==> config.mk <==
export PLATFORM = sky130hd
export DESIGN_NAME = sprite_dot_shape_render_top_flat
export DESIGN_NICKNAME = d
export VERILOG_FILES = /design/src/hw/rtl/sdsr_pkg.sv /design/src/hw/rtl/sdsr_if.sv /design/src/hw/rtl/sdsr_front.sv /design/src/hw/rtl/sdsr_queue.sv /design/src/hw/rtl/sdsr_back.sv /design/src/hw/rtl/sprite_dot_shape_render_top.sv /design/src/flat_wrapper.sv
export SDC_FILE = /design/constraint.sdc
export NUM_CORES = 1
export LEC_CHECK = 0
export BUFFER_PORTS_ARGS = -buffer_cell sky130_fd_sc_hd__buf_4
export CAP_MARGIN = 40
export CORE_ASPECT_RATIO = 0.75
export CORE_UTILIZATION = 64
export CTS_CLUSTER_DIAMETER = 100
export DETAILED_ROUTE_END_ITERATION = 8
export PLACE_DENSITY = 0.85
export SYNTH_ARGS = -nofsm -noshare
export SYNTH_HDL_FRONTEND = slang
export SYNTH_SLANG_ARGS = --single-unit
==> constraint.sdc <==
create_clock -name clk -period 12.7 [get_ports clk]
set_input_delay 2.54 -clock clk [delete_from_list [all_inputs] [get_ports clk]]
set_output_delay 2.54 -clock clk [all_outputs]
set_load 0.02 [all_outputs]
==> src/hw/rtl/sdsr_pkg.sv <==
// shared types, register indexes, shape codes and palette rom of the sprite dot shape renderer
`timescale 1ns / 1ps
package sdsr_pkg;

	localparam int unsigned COLOR_W = 24;
	localparam int unsigned POS_W   = 8;
	localparam int unsigned CODE_W  = 4;
	localparam int unsigned BENT_W  = 2;
	localparam int unsigned SHAPE_W = 3;
	localparam int unsigned INDEX_W = 3;

	// register indexes of the configuration port
	localparam logic [INDEX_W-1:0] REG_BACKGROUND_COLOR = 3'd0;
	localparam logic [INDEX_W-1:0] REG_COLUMN_MIN       = 3'd1;
	localparam logic [INDEX_W-1:0] REG_COLUMN_MAX       = 3'd2;
	localparam logic [INDEX_W-1:0] REG_ROW_MIN          = 3'd3;
	localparam logic [INDEX_W-1:0] REG_ROW_MAX          = 3'd4;

	localparam logic [POS_W-1:0] COLUMN_MAX_RESET = 8'd127;
	localparam logic [POS_W-1:0] ROW_MAX_RESET    = 8'd63;

	// dot shape codes
	localparam logic [SHAPE_W-1:0] SHAPE_NONE       = 3'd0;
	localparam logic [SHAPE_W-1:0] SHAPE_NORMAL     = 3'd1;
	localparam logic [SHAPE_W-1:0] SHAPE_BENT1_START = 3'd2;
	localparam logic [SHAPE_W-1:0] SHAPE_BENT1_END   = 3'd3;
	localparam logic [SHAPE_W-1:0] SHAPE_BENT2_START = 3'd4;
	localparam logic [SHAPE_W-1:0] SHAPE_BENT2_END   = 3'd5;

	// bent type codes
	localparam logic [BENT_W-1:0] BENT_NONE = 2'd0;
	localparam logic [BENT_W-1:0] BENT_ONE  = 2'd1;
	localparam logic [BENT_W-1:0] BENT_TWO  = 2'd2;
	localparam logic [BENT_W-1:0] BENT_BOTH = 2'd3;

	typedef struct packed {
		logic [POS_W-1:0]  dot_column;
		logic [POS_W-1:0]  line_number;
		logic [CODE_W-1:0] rgb_code;
		logic              bent_active;
		logic [BENT_W-1:0] bent_rise_bits;
		logic [BENT_W-1:0] bent_fall_bits;
		logic              color_enable;
		logic              first_of_line;
	} dot_t;

	typedef struct packed {
		logic [POS_W-1:0]   out_column;
		logic [POS_W-1:0]   out_line;
		logic [COLOR_W-1:0] dot_color;
		logic [SHAPE_W-1:0] dot_shape;
		logic               visible;
		logic               last_result;
	} result_t;

	typedef struct packed {
		logic [COLOR_W-1:0] background_color;
		logic [POS_W-1:0]   column_min;
		logic [POS_W-1:0]   column_max;
		logic [POS_W-1:0]   row_min;
		logic [POS_W-1:0]   row_max;
	} cfg_t;

	// classified dot as it waits between front and back
	typedef struct packed {
		logic [POS_W-1:0]   column;
		logic [POS_W-1:0]   line;
		logic [COLOR_W-1:0] main_color;
		logic [SHAPE_W-1:0] main_shape;
		logic               visible;
		logic               has_tail;
		logic [COLOR_W-1:0] tail_color;
		logic [SHAPE_W-1:0] tail_shape;
	} entry_t;

	typedef struct packed {
		logic   push;
		entry_t entry;
	} push_t;

	typedef struct packed {
		logic   valid;
		entry_t entry;
	} head_t;

	function automatic logic [COLOR_W-1:0] palette(input logic [CODE_W-1:0] code);
		logic [COLOR_W-1:0] rgb;
		case (code)
			4'd0:    rgb = 24'h000000;
			4'd1:    rgb = 24'h84C3CC;
			4'd2:    rgb = 24'hB0DF0B;
			4'd3:    rgb = 24'h62CEAA;
			4'd4:    rgb = 24'hFF81C4;
			4'd5:    rgb = 24'hD088CB;
			4'd6:    rgb = 24'hFFA11F;
			4'd7:    rgb = 24'hD0D0D0;
			4'd8:    rgb = 24'h000000;
			4'd9:    rgb = 24'h84C3CC;
			4'd10:   rgb = 24'hB0DF0B;
			4'd11:   rgb = 24'hA4EA96;
			4'd12:   rgb = 24'hFF87BE;
			4'd13:   rgb = 24'hC6B1FF;
			4'd14:   rgb = 24'hFFA022;
			4'd15:   rgb = 24'hD0D0D0;
			default: rgb = 24'h000000;
		endcase
		return rgb;
	endfunction

endpackage

==> src/hw/rtl/sdsr_if.sv <==
// valid/ready channel interfaces for dot words and result words
`timescale 1ns / 1ps
interface sdsr_dot_if;
	logic          valid;
	logic          ready;
	sdsr_pkg::dot_t data;

	modport source (output valid, output data, input ready);
	modport sink (input valid, input data, output ready);
endinterface

interface sdsr_res_if;
	logic             valid;
	logic             ready;
	sdsr_pkg::result_t data;

	modport source (output valid, output data, input ready);
	modport sink (input valid, input data, output ready);
endinterface

==> src/hw/rtl/sdsr_front.sv <==
// front end: takes dot words, tracks bent state and classifies each dot
`timescale 1ns / 1ps
module sdsr_front (
	input  logic                clk,
	input  logic                arst_n,
	sdsr_dot_if.sink            dots,
	input  sdsr_pkg::cfg_t      cfg,
	input  logic                queue_full,
	output sdsr_pkg::push_t     push
);

	logic [sdsr_pkg::BENT_W-1:0] bent_type_q;
	logic [sdsr_pkg::BENT_W-1:0] prev_bent_type_q;
	logic                        prev_bent_active_q;
	logic [sdsr_pkg::CODE_W-1:0] prev_rgb_code_q;

	logic [sdsr_pkg::BENT_W-1:0] bent_base;
	logic [sdsr_pkg::BENT_W-1:0] prev_bt;
	logic                        prev_ba;
	logic [sdsr_pkg::CODE_W-1:0] prev_code;
	logic [sdsr_pkg::BENT_W-1:0] bent_now;
	logic [sdsr_pkg::COLOR_W-1:0] color;
	logic [sdsr_pkg::SHAPE_W-1:0] shape;
	logic [sdsr_pkg::SHAPE_W-1:0] tail;
	logic                        vis;
	logic                        accept;
	sdsr_pkg::dot_t              d;

	assign d          = dots.data;
	assign dots.ready = !queue_full;
	assign accept     = dots.valid && !queue_full;

	always_comb begin
		// first dot of a line starts from cleared state
		bent_base = d.first_of_line ? sdsr_pkg::BENT_NONE : bent_type_q;
		prev_bt   = d.first_of_line ? sdsr_pkg::BENT_NONE : prev_bent_type_q;
		prev_ba   = d.first_of_line ? 1'b0 : prev_bent_active_q;
		prev_code = d.first_of_line ? '0 : prev_rgb_code_q;
		bent_now  = bent_base | d.bent_rise_bits;

		color = (d.rgb_code != '0) ? sdsr_pkg::palette(d.rgb_code) : cfg.background_color;
		// bent with no type is cancelled to background
		if (d.bent_active && bent_now == sdsr_pkg::BENT_NONE)
			color = cfg.background_color;

		shape = d.color_enable ? sdsr_pkg::SHAPE_NORMAL : sdsr_pkg::SHAPE_NONE;
		if (!prev_ba && d.bent_active) begin
			case (bent_now)
				sdsr_pkg::BENT_ONE:  shape = sdsr_pkg::SHAPE_BENT1_START;
				sdsr_pkg::BENT_TWO:  shape = sdsr_pkg::SHAPE_BENT2_START;
				sdsr_pkg::BENT_BOTH: shape = sdsr_pkg::SHAPE_NORMAL;
				default:             shape = shape;
			endcase
		end

		tail = shape;
		case (prev_bt)
			sdsr_pkg::BENT_ONE:  tail = sdsr_pkg::SHAPE_BENT1_END;
			sdsr_pkg::BENT_TWO:  tail = sdsr_pkg::SHAPE_BENT2_END;
			sdsr_pkg::BENT_BOTH: tail = sdsr_pkg::SHAPE_NORMAL;
			default:             tail = shape;
		endcase

		vis = (d.dot_column >= cfg.column_min) && (d.dot_column <= cfg.column_max) &&
			(d.line_number >= cfg.row_min) && (d.line_number <= cfg.row_max);

		push.push             = accept;
		push.entry.column     = d.dot_column;
		push.entry.line       = d.line_number;
		push.entry.main_color = color;
		push.entry.main_shape = shape;
		push.entry.visible    = vis;
		push.entry.has_tail   = prev_ba && !d.bent_active;
		// trailing end shape uses the raw palette, code zero is black
		push.entry.tail_color = sdsr_pkg::palette(prev_code);
		push.entry.tail_shape = tail;
	end

	always_ff @(posedge clk or negedge arst_n) begin
		if (!arst_n) begin
			bent_type_q        <= sdsr_pkg::BENT_NONE;
			prev_bent_type_q   <= sdsr_pkg::BENT_NONE;
			prev_bent_active_q <= 1'b0;
			prev_rgb_code_q    <= '0;
		end else if (accept) begin
			prev_bent_type_q   <= bent_now;
			bent_type_q        <= bent_now & ~d.bent_fall_bits;
			prev_bent_active_q <= d.bent_active;
			prev_rgb_code_q    <= d.rgb_code;
		end
	end

endmodule

==> src/hw/rtl/sdsr_queue.sv <==
// two-entry queue of classified dots between front and back
`timescale 1ns / 1ps
module sdsr_queue (
	input  logic            clk,
	input  logic            arst_n,
	input  sdsr_pkg::push_t push,
	input  logic            pop,
	output logic            full,
	output sdsr_pkg::head_t head
);

	sdsr_pkg::entry_t entries_q [2];
	logic             wr_ptr_q;
	logic             rd_ptr_q;
	logic [1:0]       count_q;

	assign full       = count_q[1];
	assign head.valid = (count_q != 2'd0);
	assign head.entry = entries_q[rd_ptr_q];

	always_ff @(posedge clk) begin
		if (push.push)
			entries_q[wr_ptr_q] <= push.entry;
	end

	always_ff @(posedge clk or negedge arst_n) begin
		if (!arst_n) begin
			wr_ptr_q <= 1'b0;
			rd_ptr_q <= 1'b0;
			count_q  <= 2'd0;
		end else begin
			if (push.push)
				wr_ptr_q <= !wr_ptr_q;
			if (pop)
				rd_ptr_q <= !rd_ptr_q;
			case ({push.push, pop})
				2'b10:   count_q <= count_q + 2'd1;
				2'b01:   count_q <= count_q - 2'd1;
				default: count_q <= count_q;
			endcase
		end
	end

endmodule

==> src/hw/rtl/sdsr_back.sv <==
// back end: sends one or two result words per classified dot through an output register
`timescale 1ns / 1ps
module sdsr_back (
	input  logic            clk,
	input  logic            arst_n,
	input  sdsr_pkg::head_t head,
	output logic            pop,
	sdsr_res_if.source      results
);

	logic              out_valid_q;
	logic              tail_next_q;
	sdsr_pkg::result_t out_q;
	logic              load;
	sdsr_pkg::result_t nxt;

	assign results.valid = out_valid_q;
	assign results.data  = out_q;

	assign load = head.valid && (!out_valid_q || results.ready);
	// entry leaves the queue once its last word is loaded
	assign pop  = load && (!head.entry.has_tail || tail_next_q);

	always_comb begin
		nxt.out_column = head.entry.column;
		nxt.out_line   = head.entry.line;
		nxt.visible    = head.entry.visible;
		if (tail_next_q) begin
			nxt.dot_color   = head.entry.tail_color;
			nxt.dot_shape   = head.entry.tail_shape;
			nxt.last_result = 1'b1;
		end else begin
			nxt.dot_color   = head.entry.main_color;
			nxt.dot_shape   = head.entry.main_shape;
			nxt.last_result = !head.entry.has_tail;
		end
	end

	always_ff @(posedge clk or negedge arst_n) begin
		if (!arst_n) begin
			out_valid_q <= 1'b0;
			tail_next_q <= 1'b0;
		end else begin
			if (load)
				out_valid_q <= 1'b1;
			else if (results.ready)
				out_valid_q <= 1'b0;
			if (load)
				tail_next_q <= head.entry.has_tail && !tail_next_q;
		end
	end

	always_ff @(posedge clk) begin
		if (load)
			out_q <= nxt;
	end

endmodule

==> src/hw/rtl/sprite_dot_shape_render_top.sv <==
// top level of the sprite dot shape renderer: config registers, front, queue and back
// a dot word is held in the queue and then in the back end output register before its first result word is valid
// throughput: one dot word per cycle while the queue is not full; a dot that ends a bent gives two result words
// the output register in the back end sends one result word per cycle while results.ready is high
// reset clears bent state, queue, output valid and config registers to their defaults
`timescale 1ns / 1ps
module sprite_dot_shape_render_top (
	input  logic                                 clk,
	input  logic                                 arst_n,
	sdsr_dot_if.sink                             dots,
	sdsr_res_if.source                           results,
	input  logic                                 cfg_wr_en,
	input  logic [sdsr_pkg::INDEX_W-1:0]         cfg_index,
	input  logic [sdsr_pkg::COLOR_W-1:0]         cfg_data
);

	sdsr_pkg::cfg_t  cfg_q;
	sdsr_pkg::push_t push;
	sdsr_pkg::head_t head;
	logic            queue_full;
	logic            pop;

	always_ff @(posedge clk or negedge arst_n) begin
		if (!arst_n) begin
			cfg_q.background_color <= '0;
			cfg_q.column_min       <= '0;
			cfg_q.column_max       <= sdsr_pkg::COLUMN_MAX_RESET;
			cfg_q.row_min          <= '0;
			cfg_q.row_max          <= sdsr_pkg::ROW_MAX_RESET;
		end else if (cfg_wr_en) begin
			case (cfg_index)
				sdsr_pkg::REG_BACKGROUND_COLOR: cfg_q.background_color <= cfg_data;
				sdsr_pkg::REG_COLUMN_MIN: cfg_q.column_min <= cfg_data[sdsr_pkg::POS_W-1:0];
				sdsr_pkg::REG_COLUMN_MAX: cfg_q.column_max <= cfg_data[sdsr_pkg::POS_W-1:0];
				sdsr_pkg::REG_ROW_MIN:    cfg_q.row_min    <= cfg_data[sdsr_pkg::POS_W-1:0];
				sdsr_pkg::REG_ROW_MAX:    cfg_q.row_max    <= cfg_data[sdsr_pkg::POS_W-1:0];
				default:                  cfg_q <= cfg_q;
			endcase
		end
	end

	sdsr_front u_front (
		.clk        (clk),
		.arst_n     (arst_n),
		.dots       (dots),
		.cfg        (cfg_q),
		.queue_full (queue_full),
		.push       (push)
	);

	sdsr_queue u_queue (
		.clk    (clk),
		.arst_n (arst_n),
		.push   (push),
		.pop    (pop),
		.full   (queue_full),
		.head   (head)
	);

	sdsr_back u_back (
		.clk     (clk),
		.arst_n  (arst_n),
		.head    (head),
		.pop     (pop),
		.results (results)
	);

endmodule

==> src/flat_wrapper.sv <==
// flat-port wrapper written by rule: the top's interface ports become plain ports
module sprite_dot_shape_render_top_flat 
  (clk, arst_n, cfg_wr_en, cfg_index, cfg_data, dots_valid, dots_data, dots_ready, results_valid, results_data, results_ready);
  sdsr_dot_if dots_i ();
  sdsr_res_if results_i ();
  input  logic clk;
  input  logic arst_n;
  input  logic cfg_wr_en;
  input  logic [sdsr_pkg::INDEX_W-1:0] cfg_index;
  input  logic [sdsr_pkg::COLOR_W-1:0] cfg_data;
  input wire logic [$bits(dots_i.valid)-1:0] dots_valid;
  input wire logic [$bits(dots_i.data)-1:0] dots_data;
  output wire logic [$bits(dots_i.ready)-1:0] dots_ready;
  output wire logic [$bits(results_i.valid)-1:0] results_valid;
  output wire logic [$bits(results_i.data)-1:0] results_data;
  input wire logic [$bits(results_i.ready)-1:0] results_ready;
  assign dots_i.valid = dots_valid;
  assign dots_i.data = dots_data;
  assign dots_ready = dots_i.ready;
  assign results_valid = results_i.valid;
  assign results_data = results_i.data;
  assign results_i.ready = results_ready;
  sprite_dot_shape_render_top u_core (.clk(clk), .arst_n(arst_n), .dots(dots_i), .results(results_i), .cfg_wr_en(cfg_wr_en), .cfg_index(cfg_index), .cfg_data(cfg_data));
endmodule
==> results of run 1 <==
==> cell usage after synthesis (5+ instances only) <==
cell,instances
nor2b_1,5
o21ai_1,5
nand3_1,5
buf_4,5
ha_1,47
a21oi_1,35
nand2_1,87
edfxtp_1,187
dfstp_2,13
inv_1,44
buf_2,12
mux2_2,55
a21o_1,8
a31oi_1,8
mux4_2,27
o21ai_0,64
dfrtp_1,58
clkbuf_1,11
nor2_1,39
==> stage by stage <==
step           area (um^2)  hold WS [ns]  cells  utilization
2_1_floorplan        11300         0.454    783            -
3_3_place_gp         12200         0.481   1096        0.717
3_5_place_dp         12300         0.488   1098        0.720
4_1_cts              13100         0.503   1142        0.769
5_1_grt              13100         0.517   1142        0.769
6_report             13100         0.509   1142        0.769
==> path summary, 6_finish.rpt <==
kind	to	slack, ns	depth (start not counted)
max	u_core.u_queue.entries_q[0][60]$_DFFE_PP_	8.60	4
min	u_core.u_front.prev_bent_type_q[0]$_DFFE_PN0P_	0.51	2
max reg2reg	u_core.u_queue.count_q[1]$_DFFE_PN0P_	10.17	7
min reg2reg	u_core.u_front.prev_bent_type_q[0]$_DFFE_PN0P_	0.51	2
max in group asynchronous	u_core.cfg_q[0]$_DFFE_PN1P_	10.17	2
min in group asynchronous	u_core.cfg_q[28]$_DFFE_PN0P_	1.93	1
==> layout make-up <==
type                       instances  area [um^2]
inverter                          48          183
multi-input combinational        444         3510
timing repair buffer             112          868
clock buffer                      27          633
clock inverter                    17          209
fill                             948         3930
sequential                       258         7410
tap                              236          295
==> report_power, final <==
part           total (mW)  internal (mW)  switching (mW)
Clock               0.762          0.459           0.303
Sequential           1.35           1.22           0.127
Combinational       0.822          0.342           0.480
==> cells by family (layout without fill, tap and decap cells) <==
logic type                 after synthesis  in the layout  synth area share
DFF                                    258            258             0.658
and+or+nand+nor                        159            159            0.0627
AOI/OAI and AO/OA                      148            148            0.0791
muxes                                   85             85             0.112
buffers and inverters                   81            204            0.0323
adders and majority gates               47             47            0.0522
xor gates and xnor gates                 5              5           0.00389
==> flip-flops by register name, indices dropped and copies added, names as in the netlist, 2 cells and up <==
signal	flops
u_core.u_front.bent_type_q	2
u_core.u_queue.count_q	2
u_core.u_front.prev_rgb_code_q	4
u_core.u_back.results.data	45
u_core.cfg_q	56
u_core.u_front.prev_bent_type_q	2
u_core.u_queue.entries_q	142
==> worst max-delay path, cell delays in order <==
cell and delay (ns):
buf_4 0.08, nand2_1 0.45, nor2_4 0.36, buf_4 0.73
==> routing by layer <==
| layer | wire, um | global-route usage | share of wire | up-vias |
|---|---|---|---|---|
| li1 | - | - | - | 3097 |
| met1 | 10000 | 0.380 | 0.40 | 3550 |
| met2 | 11600 | 0.461 | 0.46 | 407 |
| met3 | 2660 | 0.0729 | 0.11 | 81 |
| met4 | 707 | 0.0891 | 0.028 | 0 |
| met5 | 0 | 0 | 0 | - |
==> reports/metrics.yaml, run 1 <==
cts:
  cts_sinks: 258
  ctsHoldBuffers: 0
  path_clk_slew_ns: 0.06
  cts_root_buf: "clkbuf_16"
  cts_buffer_depth: 3
  post_cts_resized: 0
  postCtsSetupBuffers: 0
  clock_latency_ns: 0.52
  cts_tree: "done"
  cts_buffers: 24
  htree_levels: 1
global_route:
  grtUsageTotal: 0.283
  antenna_found_initial: 0
  grt_pass1_wl_um: 38000
  grt_pass1_vias: 7050
  grt-ovfl-total: 0
  grt_max_degree: 67
layout:
  syn2layout_area_growth_pct: 16.4
  antenna_cells: 0
  layout_commonest_cell: "edfxtp_1"
  final_nets: 994
  drive_gt1_frac: 0.284
  layout_common_cells: "edfxtp_1, buf_4, nand2_1"
logic_synthesis:
  yosysSeqAreaShare: 0.658
  yosysTopAreaCell: "edfxtp_1"
  synth_cells: 783
  postSynth.asyncResetShare: 0.275
  yosysWarnings: 0
  yosys.area.top_type_share: 0.499
  synth_edf_count: 187
  ys_ff_latch: 258
  avgSynthCellArea_um2: 14.4
  syn_area_um2: 11300
  netlist-cell-type-count: 55
  ys.flop_type: "edfxtp_1"
  synth_area_leaders: "edfxtp_1, dfrtp_1, mux2_2, mux4_2, ha_1"
  synth_nets: 889
hold_path:
  hold_path_class: "reg2reg"
  hold_start: "u_core.u_front.prev_bent_type_q[0]$_DFFE_PN0P_"
power:
  power_leakage_nw: 5.09
  irDropWorstVdd_v: 0.000126
  power.total_mw: 2.93
  pwr_density_cell_nw_per_um2: 224
sta:
  fin_crit_sh: 0.323
  worstMarginPinSlew_ns: 0.919
  finalSetupViolCount: 0
  rsz0062_at_grt: "false"
  relSlewSlack: 0.385
  hold_viol_final: 0
  slew_viol_final: 0
  fin_skew_ns: 0.0127
  layout_min_cycle_time_ns: 4.10
  worst_slack_ns: 8.60
  max_clock_freq_mhz: 244
  fin_tns_setup_ns: 0
worst_setup_path:
  cp.arrival_ns: 4.24
  endpoint_kind: "register"
  cp-start-kind: "primary input"
  crit_type: "in2reg"
  cp_max_fo: 66
  cp.required_ns: 12.84
  r2r-start: "u_core.u_queue.rd_ptr_q$_DFFE_PN0P_"
  crit_start: "dots_valid"
placement:
  pre_cts_slack_ns: 8.09
  hpwl_um: 16500
  gp_congestion: 1.01
  numPortBuffers: 105
route:
  wl_per_cell_um: 21.9
  antenna_left: 0
  wl_um: 25000
  drcViolationCount: 0
  dr.pass1.iters: 7
  drtIter0Drc: 965
  avgViaCountPerCell: 6.25
  via_count: 7135
floorplan:
  ios: 106
  coreArea_um2: 17000
  die_w_um: 155
  die_area_um2: 18100
  start_util: 0.661
  rows: 41
  die_h_um: 117
status:
  status: "completed"
job:
  cap_violations: 0
Note: power is estimated with default switching activity, not from simulation.
==> run 2, diff against run 1 <==
CORE_UTILIZATION = 59   (was 64)
PLACE_DENSITY = 0.79   (was 0.85)
clock period = 3.8 ns   (was 12.7 ns; I/O delays follow)
==> run 2 against run 1 <==
  * Register-to-register slack worse by 8.6 ns
  * Global-route usage is 2.3 points lower
  * Via count is 4.3% lower
  * Clock power grew to 3.0 times the previous value
  * Clock-buffer cell count is 6 higher
  * Final cell count is 1.4% higher
  * Critical path depth is 4 higher
  * Critical path type unchanged
  * Critical endpoint is now u_core.u_queue.entries_q[0][28]$_DFFE_PP_
==> reports/metrics.yaml, run 2 (synthesized netlist as in run 1, its figures left out) <==
status:
  status: "completed"
route:
  top_layer_used: "met4"
  wl_met3_um: 2380
  avgViaCountPerCell: 5.90
  drcViolationCount: 0
  antenna_left: 0
  drtIter0Drc: 870
  via_count: 6831
  wl_met1_um: 11000
  wl_per_cell_um: 21.3
  wl_um: 24600
  dr.pass1.iters: 5
  met2_length_um: 10900
layout:
  final_nets: 998
  antenna_cells: 0
  largest_reg_flops: 142
  fillers: 1230
  layout_commonest_cell: "edfxtp_1"
  layout_common_cells: "edfxtp_1, buf_4, nand2_1"
  drive_gt1_frac: 0.282
  finalCoreUtilization: 0.704
  largest-register: "u_core.u_queue.entries_q"
  syn2layout_area_growth_pct: 16.0
  final_area_um2: 13100
worst_setup_path:
  endpoint_kind: "register"
  crit_type: "in2reg"
  crit_chain: "buf_4 > inv_1 > ha_1 > nand2b_1 > a2111oi_0 > nor4_1 > o22ai_1 > a2111oi_2"
  cp_slowest_cell: "a2111oi_0"
  cp-start-kind: "primary input"
  cp_max_fo: 3
  cp.arrival_ns: 2.45
  cp_slowest_stage_delay_ns: 0.64
  cp.required_ns: 4.05
sta:
  worst_slack_ns: 1.60
  relSlewSlack: 0.417
  rsz0062_at_grt: "false"
  max_clock_freq_mhz: 455
  fin_tns_setup_ns: 0
  worstMarginPinSlew_ns: 0.874
  fin_crit_sh: 0.578
  slew_viol_final: 0
  layout_min_cycle_time_ns: 2.20
  hold_viol_final: 0
  fin_skew_ns: 0.0182
  finalSetupViolCount: 0
global_route:
  grt_pass1_wl_um: 38200
  grtUsageTotal: 0.259
  antenna_found_initial: 0
  grt-ovfl-total: 0
  grt_max_degree: 66
  grt_pass1_vias: 6836
floorplan:
  die_h_um: 122
  start_util: 0.607
  die_area_um2: 19600
  die_w_um: 162
  coreArea_um2: 18600
  ios: 106
  rows: 43
cts:
  clock_latency_ns: 0.52
  cts_buffers: 25
  cts_tree: "done"
  cts_buffer_depth: 3
  postCtsSetupBuffers: 0
  path_clk_slew_ns: 0.06
  ctsHoldBuffers: 0
  cts_root_buf: "clkbuf_16"
  cts_sinks: 258
  post_cts_resized: 0
  htree_levels: 1
job:
  cap_violations: 0
power:
  irDropWorstVdd_v: 0.000404
  power.total_mw: 9.55
  pwr_density_cell_nw_per_um2: 731
  power_leakage_nw: 5.08
placement:
  gp_congestion: 0.928
  numPortBuffers: 105
  pre_cts_slack_ns: 1.08
  hpwl_um: 17100
  placed_area_um2: 12300
hold_path:
  hold_path_class: "in2async"
[run 2: changes by cell type in the layout (fill, tap and decap cells not counted)]
cell	before	now
buf_12	0	1
bufinv_16	5	1
buf_8	1	0
clkinvlp_4	3	1
inv_6	0	1
clkinv_2	1	2
clkinvlp_2	1	0
buf_4	110	113
clkbuf_1	2	6
clkinv_1	10	11
clkbuf_8	0	2
[run 2: through the flow]
stage | hold WS (ns) | cells
after global placement | 0.483 | 1110
after floorplan | 0.464 | 783
after CTS | 0.0505 | 1157
after detailed placement | 0.494 | 1111
final | 0.0606 | 1158
after global routing | 0.0542 | 1158
[run 2: power by group]
group | internal, mW | switching, mW | total, mW
sequential | 4.07 | 0.427 | 4.50
combinational | 1.16 | 1.57 | 2.73
clock | 1.31 | 1.00 | 2.32
total | 6.55 | 3.00 | 9.55
[run 2: final cells by class]
| type | count | area, um^2 | area share |
|---|---|---|---|
| timing repair buffer | 115 | 896 | 0.0686 |
| clock inverter | 13 | 86.3 | 0.00661 |
| inverter | 48 | 183 | 0.0140 |
| clock buffer | 33 | 676 | 0.0517 |
| tap | 247 | 309 | 0.0237 |
| sequential | 258 | 7410 | 0.567 |
| multi-input combinational | 444 | 3510 | 0.268 |
[run 2: worst paths after layout]
| kind | startpoint | end | slack [ns] | depth (start not counted) |
|---|---|---|---|---|
| max in group asynchronous | arst_n | u_core.cfg_q[20]$_DFFE_PN1P_ | 3.16 | 2 |
| setup / recovery | dots_data[11] | u_core.u_queue.entries_q[0][28]$_DFFE_PP_ | 1.60 | 8 |
| hold reg to reg | u_core.cfg_q[17]$_DFFE_PN1P_ | u_core.cfg_q[17]$_DFFE_PN1P_ | 0.50 | 2 |
| min in group clk | results_ready | u_core.u_back.results.valid$_DFFE_PN0P_ | 0.43 | 2 |
| hold / removal | arst_n | u_core.cfg_q[53]$_DFFE_PN0P_ | 0.06 | 1 |
| setup reg to reg | u_core.u_queue.count_q[1]$_DFFE_PN0P_ | u_core.u_queue.entries_q[0][47]$_DFFE_PP_ | 1.61 | 4 |
[run 2: layer usage]
metal	GRT usage	vias to the layer above
li1	-	3112
met1	0.394	3376
met2	0.387	308
met3	0.0609	35
met4	0.0478	0
met5	0	-
[run 2: worst max-delay path: cells and delay by family]
kind	cells	cell delay [ns]
adder cells (fa/ha/maj)	1	0.24
AND/OR/NAND/NOR	2	0.27
AO/OA/AOI/OAI	3	0.94
buffers and inverters	2	0.24
==> run 3, diff against run 2 <==
clock period = 2.1 ns   (was 3.8 ns; I/O delays follow)
==> run 3 against run 2 <==
  * Clock-buffer cell count decreased by 2
  * Sequential power increased by 76%
  * Register-to-register slack got worse by 1.5 ns
  * Total power increased by 89%
  * Clock skew about the same
  * Worst hold slack improved by 0.036 ns
  * Sequential share of layout area decreased by 2.0 points
  * Wire length increased by 0.64%
  * Core utilization increased by 2.6 points
  * Die area unchanged
  * Flip-flop and latch count unchanged
  * Global-route usage decreased by 0.13 points
  * Critical path type is now reg2reg
  * Largest power group unchanged
  * Highest routed layer unchanged
==> reports/metrics.yaml, run 3 (synthesized netlist as in run 1, its figures left out) <==
status:
  status: "completed"
route:
  drcViolationCount: 0
  dr.pass1.iters: 5
  avgViaCountPerCell: 5.90
  wl_um: 24800
  drtIter0Drc: 767
  via_count: 7086
  antenna_left: 0
  wl_per_cell_um: 20.6
cts:
  path_clk_slew_ns: 0.07
  cts_root_buf: "clkbuf_16"
  cts_tree: "done"
  cts_buffer_depth: 3
  cts_sinks: 258
  cts_buffers: 25
  postCtsSetupBuffers: 0
  clock_latency_ns: 0.52
  htree_levels: 1
floorplan:
  rows: 43
  coreArea_um2: 18600
  die_area_um2: 19600
  start_util: 0.607
  die_h_um: 122
  ios: 106
  die_w_um: 162
sta:
  relSlewSlack: 0.599
  hold_viol_final: 0
  layout_min_cycle_time_ns: 1.98
  rsz0062_at_grt: "false"
  finalSetupViolCount: 0
  fin_tns_setup_ns: 0
  fin_skew_ns: 0.0182
  max_clock_freq_mhz: 505
  worst_slack_ns: 0.121
  fin_crit_sh: 0.942
  slew_viol_final: 0
  worstMarginPinSlew_ns: 0.599
  holdWs_ns: 0.0961
global_route:
  use_met1: 0.390
  grt_pass1_wl_um: 38400
  grt-ovfl-total: 0
  top_usage_layer: "met2"
  grt_max_degree: 72
  use_met2: 0.395
  grt.met3_usage: 0.0449
  grt_pass1_vias: 7015
  grtUsageTotal: 0.258
  antenna_found_initial: 0
power:
  power_leakage_nw: 5.35
  pwr_density_cell_nw_per_um2: 1330
  irDropWorstVdd_v: 0.000937
  power.total_mw: 18.0
worst_setup_path:
  cp-start-kind: "register"
  worst-path-buf-inv: 1
  critPathTopFamily: "compound AO/OA/AOI/OAI gates"
  crit_type: "reg2reg"
  cp.required_ns: 2.40
  cp.arrival_ns: 2.28
  cp_slowest_cell: "dfstp_2"
  endpoint_kind: "register"
  cp_max_fo: 3
  crit_chain: "inv_1 > ha_1 > a21oi_1 > o21ai_0 > and3b_1 > a2111oi_2"
  cp_slowest_stage_delay_ns: 0.51
layout:
  syn2layout_area_growth_pct: 20.3
  fillers: 1216
  layout_commonest_cell: "edfxtp_1"
  drive_gt1_frac: 0.326
  layout_common_cells: "edfxtp_1, buf_4, nand2_1"
  final_area_um2: 13500
  largest_reg_flops: 142
  largest-register: "u_core.u_queue.entries_q"
  final_nets: 1042
  antenna_cells: 0
placement:
  numPortBuffers: 105
  pre_cts_slack_ns: -0.136
  gp_congestion: 0.872
  hpwl_um: 17400
  placed_area_um2: 12700
hold_path:
  hold_path_class: "in2reg"
job:
  cap_violations: 0
run 3: cell types whose count changed in the layout (fill, tap and decap cells not counted), sizes merged:
cell | before | now
bufinv | 1 | 5
clkinv | 13 | 10
dlygate4sd3 | 0 | 1
clkbuf | 33 | 31
buf | 115 | 158
run 3: cell type report:
cell class	instances	area [um^2]	share of cell area
clock inverter	14	204	0.0151
inverter	48	183	0.0135
timing repair buffer	159	1260	0.0929
multi-input combinational	444	3530	0.261
tap	247	309	0.0228
sequential	258	7410	0.547
clock buffer	31	648	0.0478
run 3: metal layers:
layer / up-vias / wire length (um)
met5: - / 0
met4: 0 / 477
met3: 37 / 1910
met2: 310 / 11200
met1: 3532 / 11200
li1: 3207 / -
run 3: timing repair:
action / CTS / global route
setup endpoints to repair: 2 / 2
gates resized for setup: 1 / 5
hold endpoints to repair: 23 / 0
hold buffers: 1 / 0
run 3: metrics by stage:
stage,util,std cells
6_report,0.730,1201
5_1_grt,0.730,1201
4_1_cts,0.729,1201
3_5_place_dp,0.682,1155
3_3_place_gp,0.682,1155
2_1_floorplan,-,783
run 3: worst register-to-register path, stage by stage, from the launching register on:
cell	delay, ns
dfstp_2	0.51
inv_1	0.05
ha_1	0.31
a21oi_1	0.15
o21ai_0	0.11
and3b_1	0.24
a2111oi_2	0.41
run 3: where the power goes:
group          internal [mW]  switching [mW]  leakage, nW  total [mW]
Combinational           2.33            3.12         2.35        5.45
Sequential              7.36           0.554         2.59        7.92
Clock                   2.81            1.85        0.413        4.67
Total                   12.5            5.53         5.35        18.0
run 3: final timing paths:
check / start / to / slack, ns / cells after the start
min: results_ready / u_core.u_back.results.valid$_DFFE_PN0P_ / 0.1 / 2
min in group asynchronous: arst_n / u_core.cfg_q[31]$_DFFE_PN0P_ / 0.40 / 2
max in group asynchronous: arst_n / u_core.cfg_q[17]$_DFFE_PN1P_ / 1.07 / 3
max reg2reg: u_core.cfg_q[3]$_DFFE_PN1P_ / u_core.u_queue.entries_q[0][28]$_DFFE_PP_ / 0.12 / 6
max: u_core.cfg_q[3]$_DFFE_PN1P_ / u_core.u_queue.entries_q[0][28]$_DFFE_PP_ / 0.12 / 6
min reg2reg: u_core.cfg_q[13]$_DFFE_PN0P_ / u_core.cfg_q[13]$_DFFE_PN0P_ / 0.51 / 1
